**src/design/lrpt_pkg.sv**
```systemverilog
`default_nettype none
// ----------------------------------------------------------------------------
// lrpt_pkg: shared definitions for the light radius pixel tint unit
// Widths, register indexes, zone codes and a helper function.
// ----------------------------------------------------------------------------
package lrpt_pkg;

  // Coordinate bits that take part in the distance.
  localparam int COORD_BITS = 10;

  localparam int CENTRE_W = 12;
  localparam int RADIUS_W = 11;
  localparam int GAIN_W   = 10;
  localparam int PIX_W    = 24;
  localparam int CH_W     = 8;

  // Signed difference x - centre and its magnitude.
  localparam int DIFF_W = ((COORD_BITS + 1 > CENTRE_W) ? COORD_BITS + 1 : CENTRE_W) + 1;
  localparam int ABS_W  = DIFF_W - 1;
  localparam int SQ_W   = 2 * ABS_W;
  localparam int SQ5_W  = SQ_W + 3;
  localparam int DIST_W = SQ_W + 2;
  localparam int RSQ_W  = 2 * RADIUS_W;

  // Warm tint products and the reciprocal used for the divide by 20.
  localparam int WARM_W      = 13;
  localparam int WARM_GREEN  = 21;
  localparam int WARM_BLUE   = 19;
  localparam int RECIP_W     = 12;
  localparam int RECIP20     = 3277;
  localparam int RECIP_SHIFT = 16;
  localparam int RPROD_W     = WARM_W + RECIP_W;
  localparam int QUOT_W      = 9;
  localparam int GPROD_W     = CH_W + GAIN_W;

  // Configuration register indexes.
  localparam int CFG_IDX_W = 3;
  localparam int CFG_DAT_W = 12;
  localparam logic [CFG_IDX_W-1:0] REG_CENTRE_X     = 3'd0;
  localparam logic [CFG_IDX_W-1:0] REG_CENTRE_Y     = 3'd1;
  localparam logic [CFG_IDX_W-1:0] REG_INNER_RADIUS = 3'd2;
  localparam logic [CFG_IDX_W-1:0] REG_OUTER_RADIUS = 3'd3;
  localparam logic [CFG_IDX_W-1:0] REG_GAIN_RED     = 3'd4;
  localparam logic [CFG_IDX_W-1:0] REG_GAIN_GREEN   = 3'd5;
  localparam logic [CFG_IDX_W-1:0] REG_GAIN_BLUE    = 3'd6;

  localparam logic [GAIN_W-1:0] GAIN_UNITY = 10'd256;

  typedef enum logic [1:0] {
    ZONE_WARM   = 2'd0,
    ZONE_DITHER = 2'd1,
    ZONE_GAIN   = 2'd2
  } zone_e;

  // Channel products formed ahead of the divide and the saturation.
  typedef struct packed {
    logic [WARM_W-1:0]  warm_g;
    logic [WARM_W-1:0]  warm_b;
    logic [GPROD_W-1:0] gain_r;
    logic [GPROD_W-1:0] gain_g;
    logic [GPROD_W-1:0] gain_b;
  } prod_t;

  function automatic logic [CH_W-1:0] sat8(input logic [GAIN_W-1:0] v);
    sat8 = (v > GAIN_W'(255)) ? CH_W'(255) : v[CH_W-1:0];
  endfunction

endpackage
`default_nettype wire

```
**src/design/lrpt_chan_prod.sv**
```systemverilog
`default_nettype none
// ----------------------------------------------------------------------------
// lrpt_chan_prod: per-channel products
// Forms the warm tint numerators and the three gain products of one pixel.
// ----------------------------------------------------------------------------
module lrpt_chan_prod (
  input  wire logic [lrpt_pkg::PIX_W-1:0]  pixel_i,
  input  wire logic [lrpt_pkg::GAIN_W-1:0] gain_red_i,
  input  wire logic [lrpt_pkg::GAIN_W-1:0] gain_green_i,
  input  wire logic [lrpt_pkg::GAIN_W-1:0] gain_blue_i,
  output lrpt_pkg::prod_t                  prod_o
);

  logic [lrpt_pkg::CH_W-1:0] red, green, blue;

  assign red   = pixel_i[23:16];
  assign green = pixel_i[15:8];
  assign blue  = pixel_i[7:0];

  assign prod_o.warm_g = lrpt_pkg::WARM_W'(green) * lrpt_pkg::WARM_W'(lrpt_pkg::WARM_GREEN);
  assign prod_o.warm_b = lrpt_pkg::WARM_W'(blue) * lrpt_pkg::WARM_W'(lrpt_pkg::WARM_BLUE);
  assign prod_o.gain_r = lrpt_pkg::GPROD_W'(red) * lrpt_pkg::GPROD_W'(gain_red_i);
  assign prod_o.gain_g = lrpt_pkg::GPROD_W'(green) * lrpt_pkg::GPROD_W'(gain_green_i);
  assign prod_o.gain_b = lrpt_pkg::GPROD_W'(blue) * lrpt_pkg::GPROD_W'(gain_blue_i);

endmodule
`default_nettype wire

```
**src/design/light_radius_pixel_tint_unit.sv**
```systemverilog
`default_nettype none
// Throughput: one item per cycle while the output is not stalled; the five register stages each hold one item.
// The stages follow the distance path: difference, square, sum, compare, select.
// Reset clears all valid bits and loads the register reset values (gains at unity).
// A stage accepts whenever it is empty or its successor moves, so bubbles collapse.
// ----------------------------------------------------------------------------
// light_radius_pixel_tint_unit: radial light tint of a pixel stream
// Classifies each pixel by its elliptical distance from a light centre and
// applies a warm tint, a dithered pass-through or a per-channel gain.
// ----------------------------------------------------------------------------
module light_radius_pixel_tint_unit (
  input  wire logic                                clk_i,
  input  wire logic                                rst_ni,
  // configuration port
  input  wire logic                                cfg_we_i,
  input  wire logic [lrpt_pkg::CFG_IDX_W-1:0]      cfg_idx_i,
  input  wire logic [lrpt_pkg::CFG_DAT_W-1:0]      cfg_data_i,
  // input channel
  input  wire logic                                in_valid_i,
  output logic                                     in_stall_o,
  input  wire logic [lrpt_pkg::PIX_W-1:0]          pixel_in_i,
  input  wire logic [lrpt_pkg::COORD_BITS-1:0]     pixel_x_i,
  input  wire logic [lrpt_pkg::COORD_BITS-1:0]     pixel_y_i,
  // output channel
  output logic                                     out_valid_o,
  input  wire logic                                out_stall_i,
  output logic [lrpt_pkg::PIX_W-1:0]               pixel_out_o,
  output logic [1:0]                               zone_o
);

  localparam int DW = lrpt_pkg::DIFF_W;
  localparam int AW = lrpt_pkg::ABS_W;
  localparam int CB = lrpt_pkg::COORD_BITS;
  localparam int CW = lrpt_pkg::CENTRE_W;

  // --------------------------------------------------------------------------
  // Configuration registers. The user must make writes arrive only while the pipeline is idle; it is not enforced.
  // --------------------------------------------------------------------------
  logic signed [CW-1:0]               centre_x_q, centre_y_q;
  logic [lrpt_pkg::RADIUS_W-1:0]      inner_q, outer_q;
  logic [lrpt_pkg::GAIN_W-1:0]        gain_r_q, gain_g_q, gain_b_q;

  always_ff @(posedge clk_i or negedge rst_ni) begin
    if (!rst_ni) begin
      centre_x_q <= '0;
      centre_y_q <= '0;
      inner_q    <= '0;
      outer_q    <= '0;
      gain_r_q   <= lrpt_pkg::GAIN_UNITY;
      gain_g_q   <= lrpt_pkg::GAIN_UNITY;
      gain_b_q   <= lrpt_pkg::GAIN_UNITY;
    end else if (cfg_we_i) begin
      unique case (cfg_idx_i)
        lrpt_pkg::REG_CENTRE_X:     centre_x_q <= cfg_data_i;
        lrpt_pkg::REG_CENTRE_Y:     centre_y_q <= cfg_data_i;
        lrpt_pkg::REG_INNER_RADIUS: inner_q    <= cfg_data_i[lrpt_pkg::RADIUS_W-1:0];
        lrpt_pkg::REG_OUTER_RADIUS: outer_q    <= cfg_data_i[lrpt_pkg::RADIUS_W-1:0];
        lrpt_pkg::REG_GAIN_RED:     gain_r_q   <= cfg_data_i[lrpt_pkg::GAIN_W-1:0];
        lrpt_pkg::REG_GAIN_GREEN:   gain_g_q   <= cfg_data_i[lrpt_pkg::GAIN_W-1:0];
        lrpt_pkg::REG_GAIN_BLUE:    gain_b_q   <= cfg_data_i[lrpt_pkg::GAIN_W-1:0];
        default: ;
      endcase
    end
  end

  // --------------------------------------------------------------------------
  // Flow control. Each stage loads when it is empty or when its successor
  // moves on, so a stall at the output only holds the stages that are full.
  // --------------------------------------------------------------------------
  logic v1_q, v2_q, v3_q, v4_q, v5_q;
  logic rdy1, rdy2, rdy3, rdy4, rdy5;

  assign rdy5 = !v5_q || !out_stall_i;
  assign rdy4 = !v4_q || rdy5;
  assign rdy3 = !v3_q || rdy4;
  assign rdy2 = !v2_q || rdy3;
  assign rdy1 = !v1_q || rdy2;

  assign in_stall_o  = !rdy1;
  assign out_valid_o = v5_q;

  always_ff @(posedge clk_i or negedge rst_ni) begin
    if (!rst_ni) begin
      v1_q <= 1'b0;
      v2_q <= 1'b0;
      v3_q <= 1'b0;
      v4_q <= 1'b0;
      v5_q <= 1'b0;
    end else begin
      if (rdy1) v1_q <= in_valid_i;
      if (rdy2) v2_q <= v1_q;
      if (rdy3) v3_q <= v2_q;
      if (rdy4) v4_q <= v3_q;
      if (rdy5) v5_q <= v4_q;
    end
  end

  // --------------------------------------------------------------------------
  // Stage 1: distance components |x - cx| and |y - cy|, plus the dither parity.
  // --------------------------------------------------------------------------
  logic signed [DW-1:0] dx_d, dy_d;
  logic [AW-1:0]        adx_d, ady_d;

  assign dx_d = $signed({{(DW-CB){1'b0}}, pixel_x_i})
              - $signed({{(DW-CW){centre_x_q[CW-1]}}, centre_x_q});
  assign dy_d = $signed({{(DW-CB){1'b0}}, pixel_y_i})
              - $signed({{(DW-CW){centre_y_q[CW-1]}}, centre_y_q});
  // The magnitudes stay below half the signed range, so the top bit drops.
  assign adx_d = dx_d[DW-1] ? AW'(-dx_d) : AW'(dx_d);
  assign ady_d = dy_d[DW-1] ? AW'(-dy_d) : AW'(dy_d);

  logic [lrpt_pkg::PIX_W-1:0] pix1_q;
  logic [AW-1:0]              adx1_q, ady1_q;
  logic                       odd1_q;

  always_ff @(posedge clk_i) begin
    if (rdy1) begin
      pix1_q <= pixel_in_i;
      adx1_q <= adx_d;
      ady1_q <= ady_d;
      odd1_q <= pixel_x_i[0] ^ pixel_y_i[0];
    end
  end

  // --------------------------------------------------------------------------
  // Stage 2: squares of the components and of both radii.
  // --------------------------------------------------------------------------
  logic [lrpt_pkg::PIX_W-1:0] pix2_q;
  logic [lrpt_pkg::SQ_W-1:0]  sqx2_q, sqy2_q;
  logic [lrpt_pkg::RSQ_W-1:0] rin2_q, rout2_q;
  logic                       odd2_q;

  always_ff @(posedge clk_i) begin
    if (rdy2) begin
      pix2_q  <= pix1_q;
      odd2_q  <= odd1_q;
      sqx2_q  <= lrpt_pkg::SQ_W'(adx1_q) * lrpt_pkg::SQ_W'(adx1_q);
      sqy2_q  <= lrpt_pkg::SQ_W'(ady1_q) * lrpt_pkg::SQ_W'(ady1_q);
      rin2_q  <= lrpt_pkg::RSQ_W'(inner_q) * lrpt_pkg::RSQ_W'(inner_q);
      rout2_q <= lrpt_pkg::RSQ_W'(outer_q) * lrpt_pkg::RSQ_W'(outer_q);
    end
  end

  // --------------------------------------------------------------------------
  // Stage 3: d = dx^2 + floor(5*dy^2/4), and the channel products.
  // --------------------------------------------------------------------------
  logic [lrpt_pkg::SQ5_W-1:0]  sqy5_d;
  logic [lrpt_pkg::DIST_W-1:0] dist_d;
  lrpt_pkg::prod_t             prod_d;

  assign sqy5_d = lrpt_pkg::SQ5_W'(sqy2_q) + (lrpt_pkg::SQ5_W'(sqy2_q) << 2);
  assign dist_d = lrpt_pkg::DIST_W'(sqx2_q) + lrpt_pkg::DIST_W'(sqy5_d >> 2);

  lrpt_chan_prod u_chan_prod (
    .pixel_i      (pix2_q),
    .gain_red_i   (gain_r_q),
    .gain_green_i (gain_g_q),
    .gain_blue_i  (gain_b_q),
    .prod_o       (prod_d)
  );

  logic [lrpt_pkg::PIX_W-1:0]  pix3_q;
  logic [lrpt_pkg::DIST_W-1:0] dist3_q;
  logic [lrpt_pkg::RSQ_W-1:0]  rin3_q, rout3_q;
  logic                        odd3_q;
  lrpt_pkg::prod_t             prod3_q;

  always_ff @(posedge clk_i) begin
    if (rdy3) begin
      pix3_q  <= pix2_q;
      odd3_q  <= odd2_q;
      dist3_q <= dist_d;
      rin3_q  <= rin2_q;
      rout3_q <= rout2_q;
      prod3_q <= prod_d;
    end
  end

  // --------------------------------------------------------------------------
  // Stage 4: zone decision and the divide by 20 of the warm numerators.
  // The reciprocal 3277/65536 is exact under floor for numerators below 8192.
  // --------------------------------------------------------------------------
  lrpt_pkg::zone_e               zone_d;
  logic [lrpt_pkg::RPROD_W-1:0]  rq_g_d, rq_b_d;

  always_comb begin
    priority if (dist3_q < lrpt_pkg::DIST_W'(rin3_q)) begin
      zone_d = lrpt_pkg::ZONE_WARM;
    end else if (dist3_q < lrpt_pkg::DIST_W'(rout3_q) && odd3_q) begin
      zone_d = lrpt_pkg::ZONE_DITHER;
    end else begin
      zone_d = lrpt_pkg::ZONE_GAIN;
    end
  end

  assign rq_g_d = (lrpt_pkg::RPROD_W'(prod3_q.warm_g) * lrpt_pkg::RPROD_W'(lrpt_pkg::RECIP20))
                  >> lrpt_pkg::RECIP_SHIFT;
  assign rq_b_d = (lrpt_pkg::RPROD_W'(prod3_q.warm_b) * lrpt_pkg::RPROD_W'(lrpt_pkg::RECIP20))
                  >> lrpt_pkg::RECIP_SHIFT;

  logic [lrpt_pkg::PIX_W-1:0]   pix4_q;
  lrpt_pkg::zone_e              zone4_q;
  logic [lrpt_pkg::QUOT_W-1:0]  warm_g4_q, warm_b4_q;
  logic [lrpt_pkg::GAIN_W-1:0]  gain_r4_q, gain_g4_q, gain_b4_q;

  always_ff @(posedge clk_i) begin
    if (rdy4) begin
      pix4_q    <= pix3_q;
      zone4_q   <= zone_d;
      warm_g4_q <= rq_g_d[lrpt_pkg::QUOT_W-1:0];
      warm_b4_q <= rq_b_d[lrpt_pkg::QUOT_W-1:0];
      // Q2.8 gains: drop the eight fraction bits of each product.
      gain_r4_q <= prod3_q.gain_r[lrpt_pkg::GPROD_W-1:8];
      gain_g4_q <= prod3_q.gain_g[lrpt_pkg::GPROD_W-1:8];
      gain_b4_q <= prod3_q.gain_b[lrpt_pkg::GPROD_W-1:8];
    end
  end

  // --------------------------------------------------------------------------
  // Stage 5: per-zone selection with saturation into the output register.
  // --------------------------------------------------------------------------
  logic [lrpt_pkg::PIX_W-1:0] pix_out_d;

  always_comb begin
    unique case (zone4_q)
      lrpt_pkg::ZONE_WARM: begin
        pix_out_d = {pix4_q[23:16],
                     lrpt_pkg::sat8(lrpt_pkg::GAIN_W'(warm_g4_q)),
                     lrpt_pkg::sat8(lrpt_pkg::GAIN_W'(warm_b4_q))};
      end
      lrpt_pkg::ZONE_DITHER: begin
        pix_out_d = pix4_q;
      end
      default: begin
        pix_out_d = {lrpt_pkg::sat8(gain_r4_q),
                     lrpt_pkg::sat8(gain_g4_q),
                     lrpt_pkg::sat8(gain_b4_q)};
      end
    endcase
  end

  logic [lrpt_pkg::PIX_W-1:0] pix5_q;
  lrpt_pkg::zone_e            zone5_q;

  always_ff @(posedge clk_i) begin
    if (rdy5) begin
      pix5_q  <= pix_out_d;
      zone5_q <= zone4_q;
    end
  end

  assign pixel_out_o = pix5_q;
  assign zone_o      = zone5_q;

endmodule
`default_nettype wire
```
**config.mk**
```make
export PLATFORM = sky130hd
export DESIGN_NAME = light_radius_pixel_tint_unit
export DESIGN_NICKNAME = d
export VERILOG_FILES = /design/src/design/lrpt_pkg.sv /design/src/design/lrpt_chan_prod.sv /design/src/design/light_radius_pixel_tint_unit.sv
export SDC_FILE = /design/constraint.sdc
export NUM_CORES = 2
export LEC_CHECK = 0
export ABC_CLOCK_PERIOD_IN_PS = 11500
export BUFFER_PORTS_ARGS = -buffer_cell sky130_fd_sc_hd__buf_2
export CORE_MARGIN = 2
export CORE_UTILIZATION = 50
export DETAILED_ROUTE_END_ITERATION = 12
export PLACE_DENSITY = 0.66
export SETUP_SLACK_MARGIN = 0.05
export SYNTH_ARGS = -nofsm -noshare
export SYNTH_HDL_FRONTEND = slang
export SYNTH_SLANG_ARGS = --single-unit
```
**constraint.sdc**
```tcl
create_clock -name clk_i -period 11.5 [get_ports clk_i]
set_input_delay 0 -clock clk_i [delete_from_list [all_inputs] [get_ports clk_i]]
set_output_delay 0 -clock clk_i [all_outputs]
set_load 0.05 [all_outputs]
```
==> results by stage <==
Status:
- The flow ran to the end, and the final reports show no timing, DRC or antenna violations.

Setup path:
- The worst reg-to-reg path cell count is 20.
- The critical path goes through nand2_1 -> inv_1 -> fa_1 -> fa_1 -> inv_1 -> fa_1 -> inv_1 -> fa_1 -> inv_1 -> fa_1 -> inv_1 -> ha_1 -> o21a_1 -> o21a_1 -> a21boi_0 -> a31oi_1 -> or3b_2 -> o2111ai_1 -> a21oi_1 -> xnor2_1.
- The endpoint class of the critical path is a flip-flop.
- The worst setup path is of the reg2reg kind.
- The largest single stage delay on the critical path is around 0.61 ns.
- The destination of the worst register-to-register timing path is sqx2_q[22].
- Across all register-to-register paths, the minimum setup slack is approximately 5.6 ns.
- The required time at the endpoint of the critical path is 11.88 ns.
- The startpoint of the lowest-slack register-to-register path is adx1_q[6].
- The standard cell with the maximum stage delay on the critical path is edfxtp_1.
- The largest fanout of any net on the critical path is 12.
- STA classifies the critical path startpoint as a flip-flop.
- Data on the critical path arrives at its endpoint at about 6.3 ns.

Logic synthesis:
- For this run, the register share of the synthesized area comes to between 20% and 30%.
- The register bit count reported by yosys is between 400 and 500.
- The number of warning messages in the yosys log is 0.
- The adder-cell share of the synthesized area is between 30 and 40%.
- Averaged over all synthesized cells, the footprint is 10.7 µm².
- The commonest cells after synthesis are 902 x inv_1, 659 x ha_1, 519 x fa_1.
- The number of distinct library cells after synthesis is approximately 80.
- The post-synthesis instance area is ~48,000 µm².
- The dominant synthesized flop cell is edfxtp_1.
- The number of nets handed over by synthesis was 5,683.
- The synthesized netlist devotes between 7 and 8% of its cell area to compound gates.
- The share of Yosys cell area claimed by the top area cell type is between 20% and 30%.
- Synthesis handed over a netlist of 4,441 instances.
- After synthesis, the share of cell area in mux cells is under 10%.
- Sorting the synthesized cells by area gives the leading types as edfxtp_1 26%, fa_1 22%, ha_1 17%, inv_1 7.1%, dfrtp_1 4.1%.
- The xor/xnor cell area share of the yosys netlist is slightly above 4%.
- Summing the areas of all and, or, nand and nor instances in the mapped netlist gives 10.1% of the synthesized area.
- The biggest area contributor in the post-synthesis netlist is edfxtp_1.
- In the post-synthesis netlist, the cell with the most instances is inv_1.
- The share of flip-flops with an asynchronous set or reset is about 17%.
- After synthesis, the largest family of logic cells by area is adder cells.
- The count of flip-flops with a built-in enable after synthesis is 408.

Floorplanning:
- The die area is between 90,000 and 100,000 µm².
- The initialized floorplan defines approximately 110 standard-cell rows.
- The core area is ~95,000 µm².
- The y dimension of the die is 313 µm.
- The width of the chip is 313 µm.
- The initial core utilization is between 50 and 60%.
- The number of placed I/O pins is 92.

Timing:
- The post-route worst hold slack is 0.0563 ns.
- The sum of negative setup slack is 0 ns.
- The maximum operating frequency is 169 MHz.
- Of the available clock period, the critical path in the final layout requires roughly half.
- The total count of max-transition violations in the final report was 0.
- After layout, the minimum clock period comes to just under 6 ns.
- The transition time of the tightest slew-check pin is roughly 1.1 ns.
- The number of hold violations in the final report is 0.
- The final setup slack of the worst path is approximately 5.6 ns.
- Setup repair after global routing left no endpoint under its margin.
- The final setup skew is between 0.015 and 0.02 ns.
- The worst slew margin relative to its limit is between 20% and 30%.
- The setup-violating endpoint count in the final report is 0.

Clocking:
- The maximum clock path buffer count is 3.
- Clock latency on the worst-skew pair, taken at its later pin, is 0.64 ns.
- The number of buffers created by CTS is 56.
- The post-CTS clock slew at the launch and capture registers of the worst setup and hold paths is around 0.060 ns.
- CTS saw 489 sinks.
- The CTS H-tree depth is 2.
- The cell at the root of the clock tree is clkbuf_16.
- TritonCTS built the clock tree.

Placement:
- The cell area after placement is slightly below 50,000 µm².
- Timing analysis after detailed placement gives a worst setup slack of approximately 5.6 ns.
- The last weighted congestion value of the routability-driven placer is approximately 0.84.
- The number of buffers added on ports is 91.
- Detailed placement ended at an HPWL of roughly 75 mm.

Hold path:
- Counting instances, the worst hold path has a depth of 5.
- The worst hold path endpoint is ady1_q[6].
- The kind of path behind the tightest hold check is in2reg.
- The critical hold path startpoint is pixel_y_i[6].

Routing:
- The count of TritonRoute iterations in the first routing pass is 5.
- The detailed-route wire length per cell is ~16 µm.
- The number of violations reported at the end of detailed-routing iteration 0 is 1,714.
- The final layout contains routed wiring with a total length of between 90 and 100 mm.
- The remaining routing DRC violations is 0.
- The number of routed nets with antenna violations is 0.
- After detailed routing, the number of vias per cell comes to approximately 5.2.
- The via count of the routed design is between 30k and 40k.

Cells and area:
- In the final layout, the share of cells above drive strength 1 is between 6 and 7%.
- The area growth from synthesis to layout is 9.20%.
- The design area is about 52,000 µm².
- The net count of the finished layout is 5,808.

Global route:
- The total congestion overflow is 0.
- The via count of the first global-routing pass is about 32k.
- The number of antenna violations at the first check in global routing came to 5.
- The first global-routing pass estimated between 150 and 200 mm of wire.
- The total track usage is between 20% and 30%.
- The pin count of the biggest net entering global routing is 76.

Flow run:
- The tool flagged a number of max-cap violations equal to 0.
==> registers in the layout (all words and copies together), names as in the netlist, 11 cells and up <==
name / cells
centre_x_q: 12
sqy2_q: 23
pix3_q: 24
rout2_q: 21
pix2_q: 24
rout3_q: 21
pixel_out_o: 24
sqx2_q: 23
rin3_q: 21
inner_q: 11
prod3_q: 53
rin2_q: 21
dist3_q: 26
pix4_q: 24
adx1_q: 12
pix1_q: 24
outer_q: 11
ady1_q: 12
centre_y_q: 12
==> per-stage QoR <==
step                util [%]  std cells
floorplan                  -       4441
CTS                     55.0       5879
detailed placement      52.3       5718
global route            55.0       5879
global placement        52.3       5718
finish                  55.0       5882
==> logic make-up (layout without fill, tap and decap cells) <==
family | after synthesis | count (layout)
AO/OA/AOI/OAI | 542 | 542
flip-flops | 489 | 489
adder cells (fa/ha/maj) | 1178 | 1178
buffers and inverters | 992 | 1165
AND/OR/NAND/NOR | 955 | 955
XOR/XNOR | 223 | 223
multiplexers | 62 | 62
other | 0 | 3
==> critical path, delay by kind of cell (launching register included) <==
kind                       cells  cell delay [ns]
and+or+nand+nor                2             0.71
xor gates and xnor gates       1             0.14
DFF                            1             0.61
buffers and inverters          5             0.32
adders and majority gates      6             2.79
AOI/OAI and AO/OA              6             1.11
==> cell usage in the layout (no fill, tap or decap), types with 15 or more instances in the layout <==
cell type,instances
nand2_1,280
nor2b_1,43
fa_1,519
mux2_2,59
edfxtp_1,408
ha_1,659
a21o_1,56
o22a_1,16
or3_1,15
o21bai_1,38
a21oi_1,167
clkbuf_16,58
o21ai_0,83
nor3_1,50
o21a_1,47
xnor2_1,182
or2_2,16
dlygate4sd3_1,54
nand2b_1,24
and3_1,17
dfrtp_1,78
nor2_1,161
and2_1,267
nand3_1,30
inv_1,901
buf_2,90
xor2_1,41
==> area by class of cell <==
cell class	instances	area [µm²]
Fill cell	8246	42600
Multi-Input combinational cell	2960	29700
Sequential cell	489	14300
Inverter	902	3390
Tap cell	1265	1580
Clock buffer	76	1570
Timing Repair Buffer	157	1100
Clock inverter	30	429
Antenna cell	3	7.51
==> how the worst max path moves through the flow <==
| stage | startpoint | end | slack (ns) |
|---|---|---|---|
| 2_1_floorplan | ady1_q[6] | sqy2_q[23] | 5.99 |
| 3_3_place_gp | adx1_q[6] | sqx2_q[22] | 5.70 |
| 3_5_place_dp | adx1_q[6] | sqx2_q[22] | 5.57 |
| 4_1_cts | adx1_q[6] | sqx2_q[22] | 5.54 |
| 5_1_grt | adx1_q[6] | sqx2_q[22] | 5.25 |
| 6_report | adx1_q[6] | sqx2_q[22] | 5.57 |
==> routing by layer <==
metal  track usage (%)  wire length, µm  vias up
met5                 0                0        -
met2              35.2            47000      516
met1              27.2            42700    15000
met4              5.24             2420        0
li1                  -                -    14800
met3              2.20             4040      122
==> repair_timing <==
action                     4_1_cts  5_1_grt
resized for setup                0        0
hold buffers                    55        0
setup buffers                    0        0
setup endpoints to repair        0        0
hold endpoints to repair       173        0
Power is not shown: default switching activity piles up to over one toggle a cycle in this logic, so the estimate is an artifact.
